### config.mk
export PLATFORM = sky130hd
export DESIGN_NAME = serial_command_token_matcher
export DESIGN_NICKNAME = d
export VERILOG_FILES = /design/src/rtl/scmt_pkg.sv /design/src/rtl/scmt_line.sv /design/src/rtl/scmt_match.sv /design/src/rtl/scmt_out.sv /design/src/rtl/serial_command_token_matcher.sv
export VERILOG_INCLUDE_DIRS = /design/src /design/src/rtl
export SDC_FILE = /design/constraint.sdc
export NUM_CORES = 1
export LEC_CHECK = 0
export ABC_AREA = 1
export BUFFER_PORTS_ARGS = -buffer_cell sky130_fd_sc_hd__buf_2
export CORE_MARGIN = 1.5
export CORE_UTILIZATION = 42
export DETAILED_ROUTE_END_ITERATION = 10
export MAX_ROUTING_LAYER = met4
export PLACE_DENSITY_LB_ADDON = 0.3
export REMOVE_ABC_BUFFERS = 1
export SETUP_SLACK_MARGIN = 0.1
export SYNTH_ARGS = -nofsm -noshare
export SYNTH_HDL_FRONTEND = slang
export SYNTH_HIERARCHICAL = 1
export SYNTH_SLANG_ARGS = --single-unit
### constraint.sdc
create_clock -name aclk -period 6.3 [get_ports aclk]
set_clock_uncertainty 0.15 [all_clocks]
set_input_delay 1.26 -clock aclk [delete_from_list [all_inputs] [get_ports aclk]]
set_output_delay 1.26 -clock aclk [all_outputs]
set_load 0.02 [all_outputs]
### src/rtl/serial_command_token_matcher_macros.svh
// Assertion helpers shared by the matcher modules
`ifndef SERIAL_COMMAND_TOKEN_MATCHER_MACROS_SVH
`define SERIAL_COMMAND_TOKEN_MATCHER_MACROS_SVH

// Same-cycle implication, checked out of reset
`define SCMT_ASSERT_IMP(label, clk, rstn, ante, cons, msg) \
    label: assert property (@(posedge clk) disable iff (!(rstn)) (ante) |-> (cons)) \
        else $error(msg);

// Next-cycle implication, checked out of reset
`define SCMT_ASSERT_NXT(label, clk, rstn, ante, cons, msg) \
    label: assert property (@(posedge clk) disable iff (!(rstn)) (ante) |=> (cons)) \
        else $error(msg);

`endif

### src/rtl/scmt_pkg.sv
package scmt_pkg;

    // character codes
    localparam logic [7:0] NUL_CHAR   = 8'd0;
    localparam logic [7:0] SPACE_CHAR = 8'd32;
    localparam logic [7:0] END_CHAR   = 8'd59;

    // configuration register map
    localparam int CFG_W      = 64;
    localparam int REG_IDX_W  = 3;
    localparam int COUNT_W    = 3;
    localparam int INDEX_W    = 3;
    localparam int WORD_COUNT = 7;

    localparam logic [REG_IDX_W-1:0] REG_COMMAND_COUNT = 3'd0;

    // parameter defaults
    localparam int BUFFER_SIZE_DEF   = 64;
    localparam int COMMAND_CHARS_DEF = 8;

    // line status handed to the matcher
    typedef struct packed {
        logic eol;
        logic present;
    } line_ev_t;

    // one result word
    typedef struct packed {
        logic               token_present;
        logic               matched;
        logic [INDEX_W-1:0] command_index;
    } result_t;

endpackage

### src/rtl/scmt_line.sv
`include "serial_command_token_matcher_macros.svh"

module scmt_line #(
    parameter int BUFFER_SIZE   = scmt_pkg::BUFFER_SIZE_DEF,
    parameter int COMMAND_CHARS = scmt_pkg::COMMAND_CHARS_DEF
) (
    input  logic                         aclk,
    input  logic                         aresetn,
    input  logic                         byte_acc,
    input  logic [7:0]                   rx_byte,
    output scmt_pkg::line_ev_t           line_ev,
    output logic [8*COMMAND_CHARS-1:0]   token_chars,
    output logic [$clog2(COMMAND_CHARS+1)-1:0] token_len
);

    localparam int FILL_W = $clog2(BUFFER_SIZE + 1);
    localparam int LEN_W  = $clog2(COMMAND_CHARS + 1);
    localparam int TOK_W  = 8 * COMMAND_CHARS;

    typedef enum logic [1:0] {
        PH_SKIP,
        PH_TOKEN,
        PH_DONE
    } phase_t;

    phase_t             phase_reg, phase_next;
    logic [FILL_W-1:0]  fill_reg, fill_next;
    logic [TOK_W-1:0]   chars_reg, chars_next;
    logic [LEN_W-1:0]   len_reg, len_next;

    logic is_nul, is_end, is_space, has_room;

    assign is_nul   = (rx_byte == scmt_pkg::NUL_CHAR);
    assign is_end   = (rx_byte == scmt_pkg::END_CHAR);
    assign is_space = (rx_byte == scmt_pkg::SPACE_CHAR);
    assign has_room = (fill_reg < FILL_W'(BUFFER_SIZE));

    // line state update for one accepted word
    always_comb begin
        phase_next = phase_reg;
        fill_next  = fill_reg;
        chars_next = chars_reg;
        len_next   = len_reg;
        if (byte_acc && !is_nul) begin
            if (is_end) begin
                phase_next = PH_SKIP;
                fill_next  = '0;
                chars_next = '0;
                len_next   = '0;
            end else if (has_room) begin
                fill_next = fill_reg + FILL_W'(1);
                if (is_space) begin
                    if (phase_reg == PH_TOKEN) begin
                        phase_next = PH_DONE;
                    end
                end else if (phase_reg != PH_DONE) begin
                    phase_next = PH_TOKEN;
                    if (len_reg < LEN_W'(COMMAND_CHARS)) begin
                        // drop the character into its byte lane
                        for (int k = 0; k < COMMAND_CHARS; k++) begin
                            if (len_reg == LEN_W'(k)) begin
                                chars_next[8*k +: 8] = rx_byte;
                            end
                        end
                        len_next = len_reg + LEN_W'(1);
                    end
                end
            end
        end
    end

    always_ff @(posedge aclk) begin
        if (!aresetn) begin
            phase_reg <= PH_SKIP;
            fill_reg  <= '0;
            chars_reg <= '0;
            len_reg   <= '0;
        end else begin
            phase_reg <= phase_next;
            fill_reg  <= fill_next;
            chars_reg <= chars_next;
            len_reg   <= len_next;
        end
    end

    // view of the line before this word
    assign line_ev.eol     = byte_acc && is_end;
    assign line_ev.present = (phase_reg != PH_SKIP);
    assign token_chars     = chars_reg;
    assign token_len       = len_reg;

    `SCMT_ASSERT_IMP(a_len_bound, aclk, aresetn, 1'b1, len_reg <= LEN_W'(COMMAND_CHARS), "token length overrun")
    `SCMT_ASSERT_IMP(a_fill_bound, aclk, aresetn, 1'b1, fill_reg <= FILL_W'(BUFFER_SIZE), "fill count overrun")
    `SCMT_ASSERT_IMP(a_skip_empty, aclk, aresetn, phase_reg == PH_SKIP, len_reg == '0 && chars_reg == '0, "token held while skipping")
    `SCMT_ASSERT_NXT(a_eol_clear, aclk, aresetn, byte_acc && is_end, fill_reg == '0 && phase_reg == PH_SKIP, "line not cleared")

endmodule

### src/rtl/scmt_match.sv
module scmt_match #(
    parameter int COMMAND_CHARS = scmt_pkg::COMMAND_CHARS_DEF
) (
    input  logic                                  aclk,
    input  logic                                  aresetn,
    input  logic                                  cfg_wr_en,
    input  logic [scmt_pkg::REG_IDX_W-1:0]        cfg_index,
    input  logic [scmt_pkg::CFG_W-1:0]            cfg_wdata,
    input  scmt_pkg::line_ev_t                    line_ev,
    input  logic [8*COMMAND_CHARS-1:0]            token_chars,
    input  logic [$clog2(COMMAND_CHARS+1)-1:0]    token_len,
    output logic                                  res_valid,
    output scmt_pkg::result_t                     res
);

    localparam int LEN_W = $clog2(COMMAND_CHARS + 1);
    localparam int TOK_W = 8 * COMMAND_CHARS;

    logic [scmt_pkg::COUNT_W-1:0] count_reg;
    logic [TOK_W-1:0]             word_reg [scmt_pkg::WORD_COUNT];
    logic [scmt_pkg::WORD_COUNT-1:0] hit;
    logic [scmt_pkg::REG_IDX_W-1:0]  word_sel;

    assign word_sel = cfg_index - scmt_pkg::REG_IDX_W'(1);

    // configuration registers
    always_ff @(posedge aclk) begin
        if (!aresetn) begin
            count_reg <= '0;
            for (int i = 0; i < scmt_pkg::WORD_COUNT; i++) begin
                word_reg[i] <= '0;
            end
        end else if (cfg_wr_en) begin
            if (cfg_index == scmt_pkg::REG_COMMAND_COUNT) begin
                count_reg <= cfg_wdata[scmt_pkg::COUNT_W-1:0];
            end else begin
                word_reg[word_sel] <= cfg_wdata[TOK_W-1:0];
            end
        end
    end

    // one comparator per command word; lanes up to and including the
    // token terminator must agree
    always_comb begin
        for (int i = 0; i < scmt_pkg::WORD_COUNT; i++) begin
            hit[i] = (scmt_pkg::COUNT_W'(i) < count_reg);
            for (int k = 0; k < COMMAND_CHARS; k++) begin
                if ((LEN_W'(k) <= token_len) &&
                    (token_chars[8*k +: 8] != word_reg[i][8*k +: 8])) begin
                    hit[i] = 1'b0;
                end
            end
        end
    end

    // lowest matching index wins
    always_comb begin
        res               = '0;
        res.token_present = line_ev.present;
        for (int i = scmt_pkg::WORD_COUNT - 1; i >= 0; i--) begin
            if (line_ev.present && hit[i]) begin
                res.matched       = 1'b1;
                res.command_index = scmt_pkg::INDEX_W'(i);
            end
        end
    end

    assign res_valid = line_ev.eol;

endmodule

### src/rtl/scmt_out.sv
`include "serial_command_token_matcher_macros.svh"

module scmt_out (
    input  logic              aclk,
    input  logic              aresetn,
    input  logic              in_valid,
    input  scmt_pkg::result_t in_res,
    output logic              in_space,
    output logic              m_valid,
    input  logic              m_ready,
    output scmt_pkg::result_t m_res
);

    logic              main_valid_reg, main_valid_next;
    logic              skid_valid_reg, skid_valid_next;
    scmt_pkg::result_t main_reg, main_next;
    scmt_pkg::result_t skid_reg, skid_next;
    logic              take;

    assign take = main_valid_reg && m_ready;

    // output register backed by one skid word
    always_comb begin
        main_valid_next = main_valid_reg;
        skid_valid_next = skid_valid_reg;
        main_next       = main_reg;
        skid_next       = skid_reg;
        if (take) begin
            if (skid_valid_reg) begin
                main_next       = skid_reg;
                skid_valid_next = 1'b0;
            end else begin
                main_valid_next = in_valid;
                main_next       = in_res;
            end
        end else if (!main_valid_reg) begin
            main_valid_next = in_valid;
            main_next       = in_res;
        end else if (in_valid) begin
            skid_valid_next = 1'b1;
            skid_next       = in_res;
        end
    end

    always_ff @(posedge aclk) begin
        if (!aresetn) begin
            main_valid_reg <= 1'b0;
            skid_valid_reg <= 1'b0;
        end else begin
            main_valid_reg <= main_valid_next;
            skid_valid_reg <= skid_valid_next;
        end
        main_reg <= main_next;
        skid_reg <= skid_next;
    end

    assign in_space = !skid_valid_reg;
    assign m_valid  = main_valid_reg;
    assign m_res    = main_reg;

    `SCMT_ASSERT_IMP(a_skid_order, aclk, aresetn, skid_valid_reg, main_valid_reg, "skid word without output word")
    `SCMT_ASSERT_IMP(a_no_overflow, aclk, aresetn, in_valid, !skid_valid_reg, "result with both words full")
    `SCMT_ASSERT_NXT(a_fill_empty, aclk, aresetn, !main_valid_reg && in_valid, main_valid_reg, "result lost")
    `SCMT_ASSERT_IMP(a_match_token, aclk, aresetn, main_valid_reg && main_reg.matched, main_reg.token_present, "match without token")
    `SCMT_ASSERT_IMP(a_index_zero, aclk, aresetn, main_valid_reg && !main_reg.matched, main_reg.command_index == '0, "index set without match")

endmodule

### src/rtl/serial_command_token_matcher.sv
// Each ';' result is registered in the output register, or the skid word if that stalls.
// One byte per cycle while s_ready is high; bytes share no state but the line register set.
// s_ready drops only while two results wait at the output (output register plus skid word).
// Reset (aresetn low, synchronous): line cleared, command count and words zeroed,
// no result pending.
module serial_command_token_matcher #(
    parameter int BUFFER_SIZE   = scmt_pkg::BUFFER_SIZE_DEF,
    parameter int COMMAND_CHARS = scmt_pkg::COMMAND_CHARS_DEF
) (
    input  logic                                 aclk,
    input  logic                                 aresetn,
    input  logic                                 s_valid,
    output logic                                 s_ready,
    input  logic [7:0]                           s_rx_byte,
    output logic                                 m_valid,
    input  logic                                 m_ready,
    output logic                                 m_token_present,
    output logic                                 m_matched,
    output logic [scmt_pkg::INDEX_W-1:0]         m_command_index,
    input  logic                                 cfg_wr_en,
    input  logic [scmt_pkg::REG_IDX_W-1:0]       cfg_index,
    input  logic [scmt_pkg::CFG_W-1:0]           cfg_wdata
);

    localparam int LEN_W = $clog2(COMMAND_CHARS + 1);

    logic                       byte_acc;
    scmt_pkg::line_ev_t         line_ev;
    logic [8*COMMAND_CHARS-1:0] token_chars;
    logic [LEN_W-1:0]           token_len;
    logic                       res_valid;
    scmt_pkg::result_t          res;
    scmt_pkg::result_t          m_res;
    logic                       out_space;

    assign s_ready  = out_space;
    assign byte_acc = s_valid && s_ready;

    scmt_line #(
        .BUFFER_SIZE   (BUFFER_SIZE),
        .COMMAND_CHARS (COMMAND_CHARS)
    ) u_line (
        .aclk        (aclk),
        .aresetn     (aresetn),
        .byte_acc    (byte_acc),
        .rx_byte     (s_rx_byte),
        .line_ev     (line_ev),
        .token_chars (token_chars),
        .token_len   (token_len)
    );

    scmt_match #(
        .COMMAND_CHARS (COMMAND_CHARS)
    ) u_match (
        .aclk        (aclk),
        .aresetn     (aresetn),
        .cfg_wr_en   (cfg_wr_en),
        .cfg_index   (cfg_index),
        .cfg_wdata   (cfg_wdata),
        .line_ev     (line_ev),
        .token_chars (token_chars),
        .token_len   (token_len),
        .res_valid   (res_valid),
        .res         (res)
    );

    scmt_out u_out (
        .aclk     (aclk),
        .aresetn  (aresetn),
        .in_valid (res_valid),
        .in_res   (res),
        .in_space (out_space),
        .m_valid  (m_valid),
        .m_ready  (m_ready),
        .m_res    (m_res)
    );

    assign m_token_present = m_res.token_present;
    assign m_matched       = m_res.matched;
    assign m_command_index = m_res.command_index;

endmodule

# --- Yosys cells after proc, flatten, opt, wreduce, memory -nomap -nowiden ---
# Memories as Yosys holds them, arrays and structs flattened.
# Index checks and enable logic that the tools add are counted.
op_classes:
  add_sub_neg: 3
  magnitude_cmp: 17
  eq_ne: 71
  n_mux: 102
  bitwise_logic: 2
  n_reduce_logical: 101
ops:
  columns: ["operator", "count"]
  rows:
  - ["!= test 8 bit", 56]
  - ["two-way mux 64 bit", 6]
  - ["logical AND 1 bit", 67]
  - ["two-way mux 1 bit", 65]
  - ["two-way mux 8 bit", 8]
  - ["OR reduction 64 bit", 1]
  - ["two-way mux 4 bit", 12]
  - ["AND reduction 6 bit", 8]
  - ["nonzero test 2 bit", 12]
  - ["== test 4 x 3 -> 1 bit, second input constant", 4]
  - ["== test 8 x 6 -> 1 bit, second input constant", 2]
  - ["less-or-equal comparator 3 x 4 -> 1 bit, first input constant", 4]
  - ["two-way mux 5 bit", 3]
  - ["two-way mux 7 bit", 2]
  - ["two-way mux 2 bit", 5]
  - ["less-than comparator 3 bit, first input constant", 3]
  - ["== test 4 x 2 -> 1 bit, second input constant", 2]
  - ["less-or-equal comparator 1 x 4 -> 1 bit, first input constant", 2]
  - ["less-or-equal comparator 2 x 4 -> 1 bit, first input constant", 2]
  - ["logical NOT 8 bit", 1]
  - ["adder 7 x 1 -> 7 bit, second input constant", 1]
  - ["less-than comparator 7 bit, second input constant", 1]
  - ["less-than comparator 1 x 3 -> 1 bit, first input constant", 2]
  - ["less-than comparator 2 x 3 -> 1 bit, first input constant", 2]
  - ["19 further kinds", 25]
totals:
  reg_bits: 92
  ram_bits: 448
  word_cells: 317
  n_memories: 1
memory_table:
  columns: ["memory", "words", "width", "rd", "rd_clocked_by_memory_dff", "write_ports", "line", "text"]
  rows:
  - ["u_match.word_reg", 7, 64, 7, 0, 7, "scmt_match.sv:20", "logic [TOK_W-1:0] word_reg [scmt_pkg::WORD_COUNT];"]

# --- Logic depth before layout (Yosys ltp) ---
logic_depth:
  depth_word: 20
  ltp_mapped: 18
  depth_no_buf: 17

# --- By module ---
# The synthesis kept the hierarchy.
modules_own_cells:
  columns: ["mod", "instances", "cells_per_inst", "area_each_um2"]
  rows:
  - ["scmt_match", 1, 2438, 22616.7]
  - ["scmt_line", 1, 532, 3552.2]
  - ["scmt_out", 1, 41, 485.5]
  - ["serial_command_token_matcher", 1, 2, 7.5]

# --- Worst setup path before layout ---
# OpenSTA, ideal clock, no wires.
synth_timing:
  kind: "input port to flip-flop"
  start: "input cfg_index[0] in the netlist's numbering"
  end: "memory u_match/word_reg[5][0] in the netlist's numbering, enable pin"
  setup_time_ps: 507
  t_arrival_ps: 5186
  t_required_ps: 5643
  path_slack_ps: 456
  stages: 10
  path_buffers: 0
  cell_sequence: "inv_1 -> ha_1 -> nand2_1 -> nand2_1 -> nor2_1 -> inv_2 -> nor2_1 -> a21oi_1 -> nand2_1 -> a21oi_1"
synth_lines:
  columns: ["element", "line", "text"]
  rows:
  - ["start: declaration", "serial_command_token_matcher.sv:21", "input logic [scmt_pkg::REG_IDX_W-1:0] cfg_index,"]
  - ["end: declaration", "scmt_match.sv:20", null]

==> results by stage <==
GRT:
- The largest net degree at the start of global routing is 81.
- The final global-route overflow total is 0.
- The number of global-route vias before repair was 18,403.
- The first-pass GRT wire length is 101 mm.
- The number of antenna violations at the first check in global routing is 0.
- Global routing consumed, over all layers together, 20.9% of the routing resources.

Final layout:
- Leaving out filler cells and counting taps, the final layout contains 3,930.
- In the final layout, flip-flops and latches occupy 0.0148 sq mm.
- The post-route netlist has 9.57% of its cells at a drive strength greater than 1.
- In the final design database the tool counted 3,121 nets.
- The area growth from synthesis to final layout is 10.8%.
- Summing all multi-input logic gate instances after layout gives 0.0101 sq mm.
- Fill cells in the final layout number 6,042.
- The number of antenna diodes in the final layout is 0.
- Cells fill 47.0% of the core in the end.
- The cell area after layout is 0.0295 sq mm.
- The register with the most flip-flops in the layout has 448 of them.

Clocking:
- For the worst-skew pair, the clock arrives at the later sink with an insertion delay of 0.63 ns.
- The number of hold buffers added after CTS was 0.
- The clock drives 540 sinks.
- TritonCTS created 58 clock buffers.
- The tree is rooted in a clkbuf_16.
- The maximum clock insertion buffer count is 3.
- After clock tree synthesis, the clock-pin slew on the worst setup and hold paths is 0.06 ns.
- The depth of the CTS H-tree is 2.
- After clock tree synthesis, the setup repair step added 0 buffers.
- The TritonCTS clock tree is yes.
- The quantity of gates resized following cts is 0.

Placed design:
- At the placement stage, the worst setup path has a slack of 1.49 ns.
- The placed wire-length estimate is 44.8 mm.
- The placed instances occupy a cell area of 0.0277 sq mm.
- Counting tap cells, the placed design contains a total of 3,820 instances.
- The count of buffers added on input and output ports is 86.
- The weighted congestion at the end of routability-driven global placement is 0.933.

Route:
- The met2 layer wire length in the routed design is 31.7 mm.
- Before antenna repair, the detailed router went through 5 iterations.
- The routed length on met1 is 28.0 mm.
- In the final routed layout, each cell accounts on average for 16.7 um.
- The detailed router used layers up to and including met4.
- The number of vias per cell after detailed routing is 4.91.
- The number of design rule violations left after detail routing is 0.
- The residual antenna-violating net count after detailed routing is 0.
- Wire segments on met3 add up to 3.65 mm in the final route.
- The routed layout has 19,291 vias.
- The wire length reported by the detailed router is 65.7 mm.
- After the first detailed-routing iteration, the DRC count stood at 1,380.

Min path:
- The startpoint identified for the worst hold timing path is u_line/fill_reg[6].
- The kind of path behind the tightest hold check is reg2reg.
- The hold path endpoint is u_line/fill_reg[6].
- The number of cells on the worst hold path is 2.

Power and ir drop:
- IR analysis of the VDD net gives a maximum drop of 0.213 mV.
- The clock network burns 40.0% of the power.
- In this run the static leakage power is 11.4 nW.
- Power spread over the standard cell area amounts to 284 mW/mm^2.
- The switching component of the power is 2.08 mW.
- Net switching is 24.7% of the power.
- The design internal power is 6.33 mW.
- Per report_power, the combinational group accounts for 9.7% of the total.
- Registers are responsible for 50.3% of the overall power.

Worst setup path:
- Measured in cells, the most critical reg-to-reg path has a length of 11.
- STA classifies the critical path startpoint as an input pin.
- The highest fanout seen on the critical path is 65.
- The flop-to-flop setup slack is 3.09 ns.
- The worst setup path is captured at a flop.
- Traced cell by cell, the critical path runs through buf_2 > inv_1 > ha_1 > nand2_1 > nand2_1 > nor2_1 > inv_2 > buf_4 > nor2_4 > nand2_2 > buf_4 > nand2_4.
- At the worst endpoint, the arrival time is 4.17 ns.
- The worst-path cell with the longest stage delay is nand2_4.
- The critical path is of the in2reg type.
- The most critical setup path has its startpoint at cfg_index[0].
- Data on the critical path is required at its endpoint by 6.26 ns.
- In this run the critical register-to-register path is launched from u_out/skid_valid_reg.
- The worst reg2reg path endpoint is u_line/token_chars[32].
- The delay of the slowest cell on the worst path is 0.79 ns.

Status:
- The run finished with clean final reports.

Timing:
- The share of the clock period used by the worst path is 66.9%.
- At the pin with the least slew margin, the transition time is 1.09 ns.
- The maximum achievable frequency is 237 MHz.
- The number of setup violations in the final report is 0.
- The headroom to the max-slew limit is 27.3%.
- The number of pins exceeding their max-slew limit in the final report is 0.
- The post-layout minimum cycle time is 4.21 ns.
- Setup repair after global routing left no endpoint under its margin.
- Setup slack closes at 2.09 ns.
- The final-report hold violation count is 0.
- The summed negative setup slack over all endpoints is 0 ns.

Die:
- Once the floorplan was initialized, standard cells occupied 42.4% of the core.
- The die area is 0.0650 sq mm.
- Measured along the y axis, the die boundary spans 255 um.
- The die is 255 um wide.
- The standard-cell row count is 92.
- 87 I/O pins were placed.
- The core outline area is 0.0629 sq mm.

Synthesis:
- The total standard cell area after synthesis is 0.0267 sq mm.
- After Yosys synthesis, full adders, half adders and majority gates account for 0.328% of the synthesized area.
- The number of standard cells after synthesis is 3,013.
- The area fraction in compound gates after synthesis is 4.11%.
- For this run, the number of Yosys warnings is 6.
- In this run, synthesis inferred 394 flip-flops with an integrated enable.
- A synthesized cell averages 8.85 sq um.
- The dominant combinational cell family by area after synthesis is simple AND/OR/NAND/NOR gates.
- The share of flip-flops with an asynchronous set or reset after synthesis is 0%.
- The number of different library cells in the post-synthesis netlist is 39.
- Of the post-synthesis cell area, the part taken by muxes is 0%.
- Of the synthesized area, sequential elements account for 55.3%.
- After Yosys synthesis, and, or, nand and nor cells account for 23.4% of the synthesized area.
- For this run, the leading register cell type out of synthesis is edfxtp_1.
- The xor/xnor cell area share of the yosys netlist is 10.0%.
- The number of synthesized register bits is 540.

Run:
- The number of maximum-capacitance constraint violations is 0.
==> synth_stat cells, drive strengths merged (7+ instances only) <==
cell	n	area [sq um]
a211oi	7	52.6
a21oi	88	440
buf	85	445
clkbuf	54	208
dfxtp	146	2920
edfxtp	394	11800
ha	7	87.6
inv	311	1170
nand2	554	2100
nand3	127	636
nand4	33	206
nor2	701	2710
nor3	24	165
o21ai	92	460
or2	64	400
xnor2	251	2200
xor2	54	473
==> layout make-up <==
class                   count  area share [%]
clock buffers              94            5.73
flip-flops and latches    540            49.9
inverters                 312            3.96
well taps                 846            3.58
clock inverters            16           0.610
repair buffers            100            1.82
multi-input cells        2022            34.3
==> metrics by stage <==
stage	total power [mW]	hold WS, ns
floorplan	4.84	0.280
global placement	5.10	0.293
detailed placement	5.12	0.295
CTS	8.47	0.304
global route	8.72	0.346
finish	8.40	0.304
==> worst max-delay path: cells and delay by family <==
family        cells  cell delay (ns)
buf+inv           5             1.42
simple gates      6             1.21
fa+ha+maj         1             0.21
==> layer usage <==
layer | global-route usage [%] | vias to the layer above
li1 | - | 9582
met1 | 25.7 | 9105
met2 | 34.9 | 475
met3 | 2.84 | 129
met4 | 8.01 | 0
met5 | - | -
==> worst max path at each step <==
stage | endpoint | slack (ns)
floorplan | u_match/word_reg[5][0] | -0.12
global placement | u_match/word_reg[2][15] | 1.57
detailed placement | u_match/word_reg[2][14] | 1.49
CTS | u_match/word_reg[2][62] | 2.13
global route | u_match/word_reg[2][63] | 1.84
finish | u_match/word_reg[2][59] | 2.09
==> power by group through the flow <==
| stage | Sequential, mW | Combinational, mW | Clock [mW] |
|---|---|---|---|
| global placement | 4.29 | 0.806 | 0 |
| CTS | 4.23 | 0.820 | 3.43 |
| detailed placement | 4.30 | 0.815 | 0 |
| finish | 4.22 | 0.816 | 3.36 |
| global route | 4.25 | 0.915 | 3.55 |
| floorplan | 4.27 | 0.568 | 0 |
==> logic make-up after synthesis <==
logic type | Yosys count
fa+ha+maj | 7
flops | 540
xor+xnor | 305
simple gates | 1504
compound gates | 206
buf+inv | 451
==> cells in the final DEF, fill, tap and decap left out, drive strengths merged, types with 2 or more instances in the layout <==
cell type  synthesis  routed
clkbuf            54      94
or2               64      64
nor2             701     701
a21oi             88      88
dfxtp            146     146
a211oi             7       7
clkinv             1      10
o211ai             3       3
bufinv             0       3
inv              311     313
o21ai             92      92
ha                 7       7
nand4             33      33
edfxtp           394     394
nand3            127     127
o2111ai            5       5
xor2              54      54
nor3              24      24
buf               85     100
clkinvlp           0       2
a21boi             2       2
nand2            554     554
o22ai              6       6
xnor2            251     251
Power figures use the tool's default switching activity.
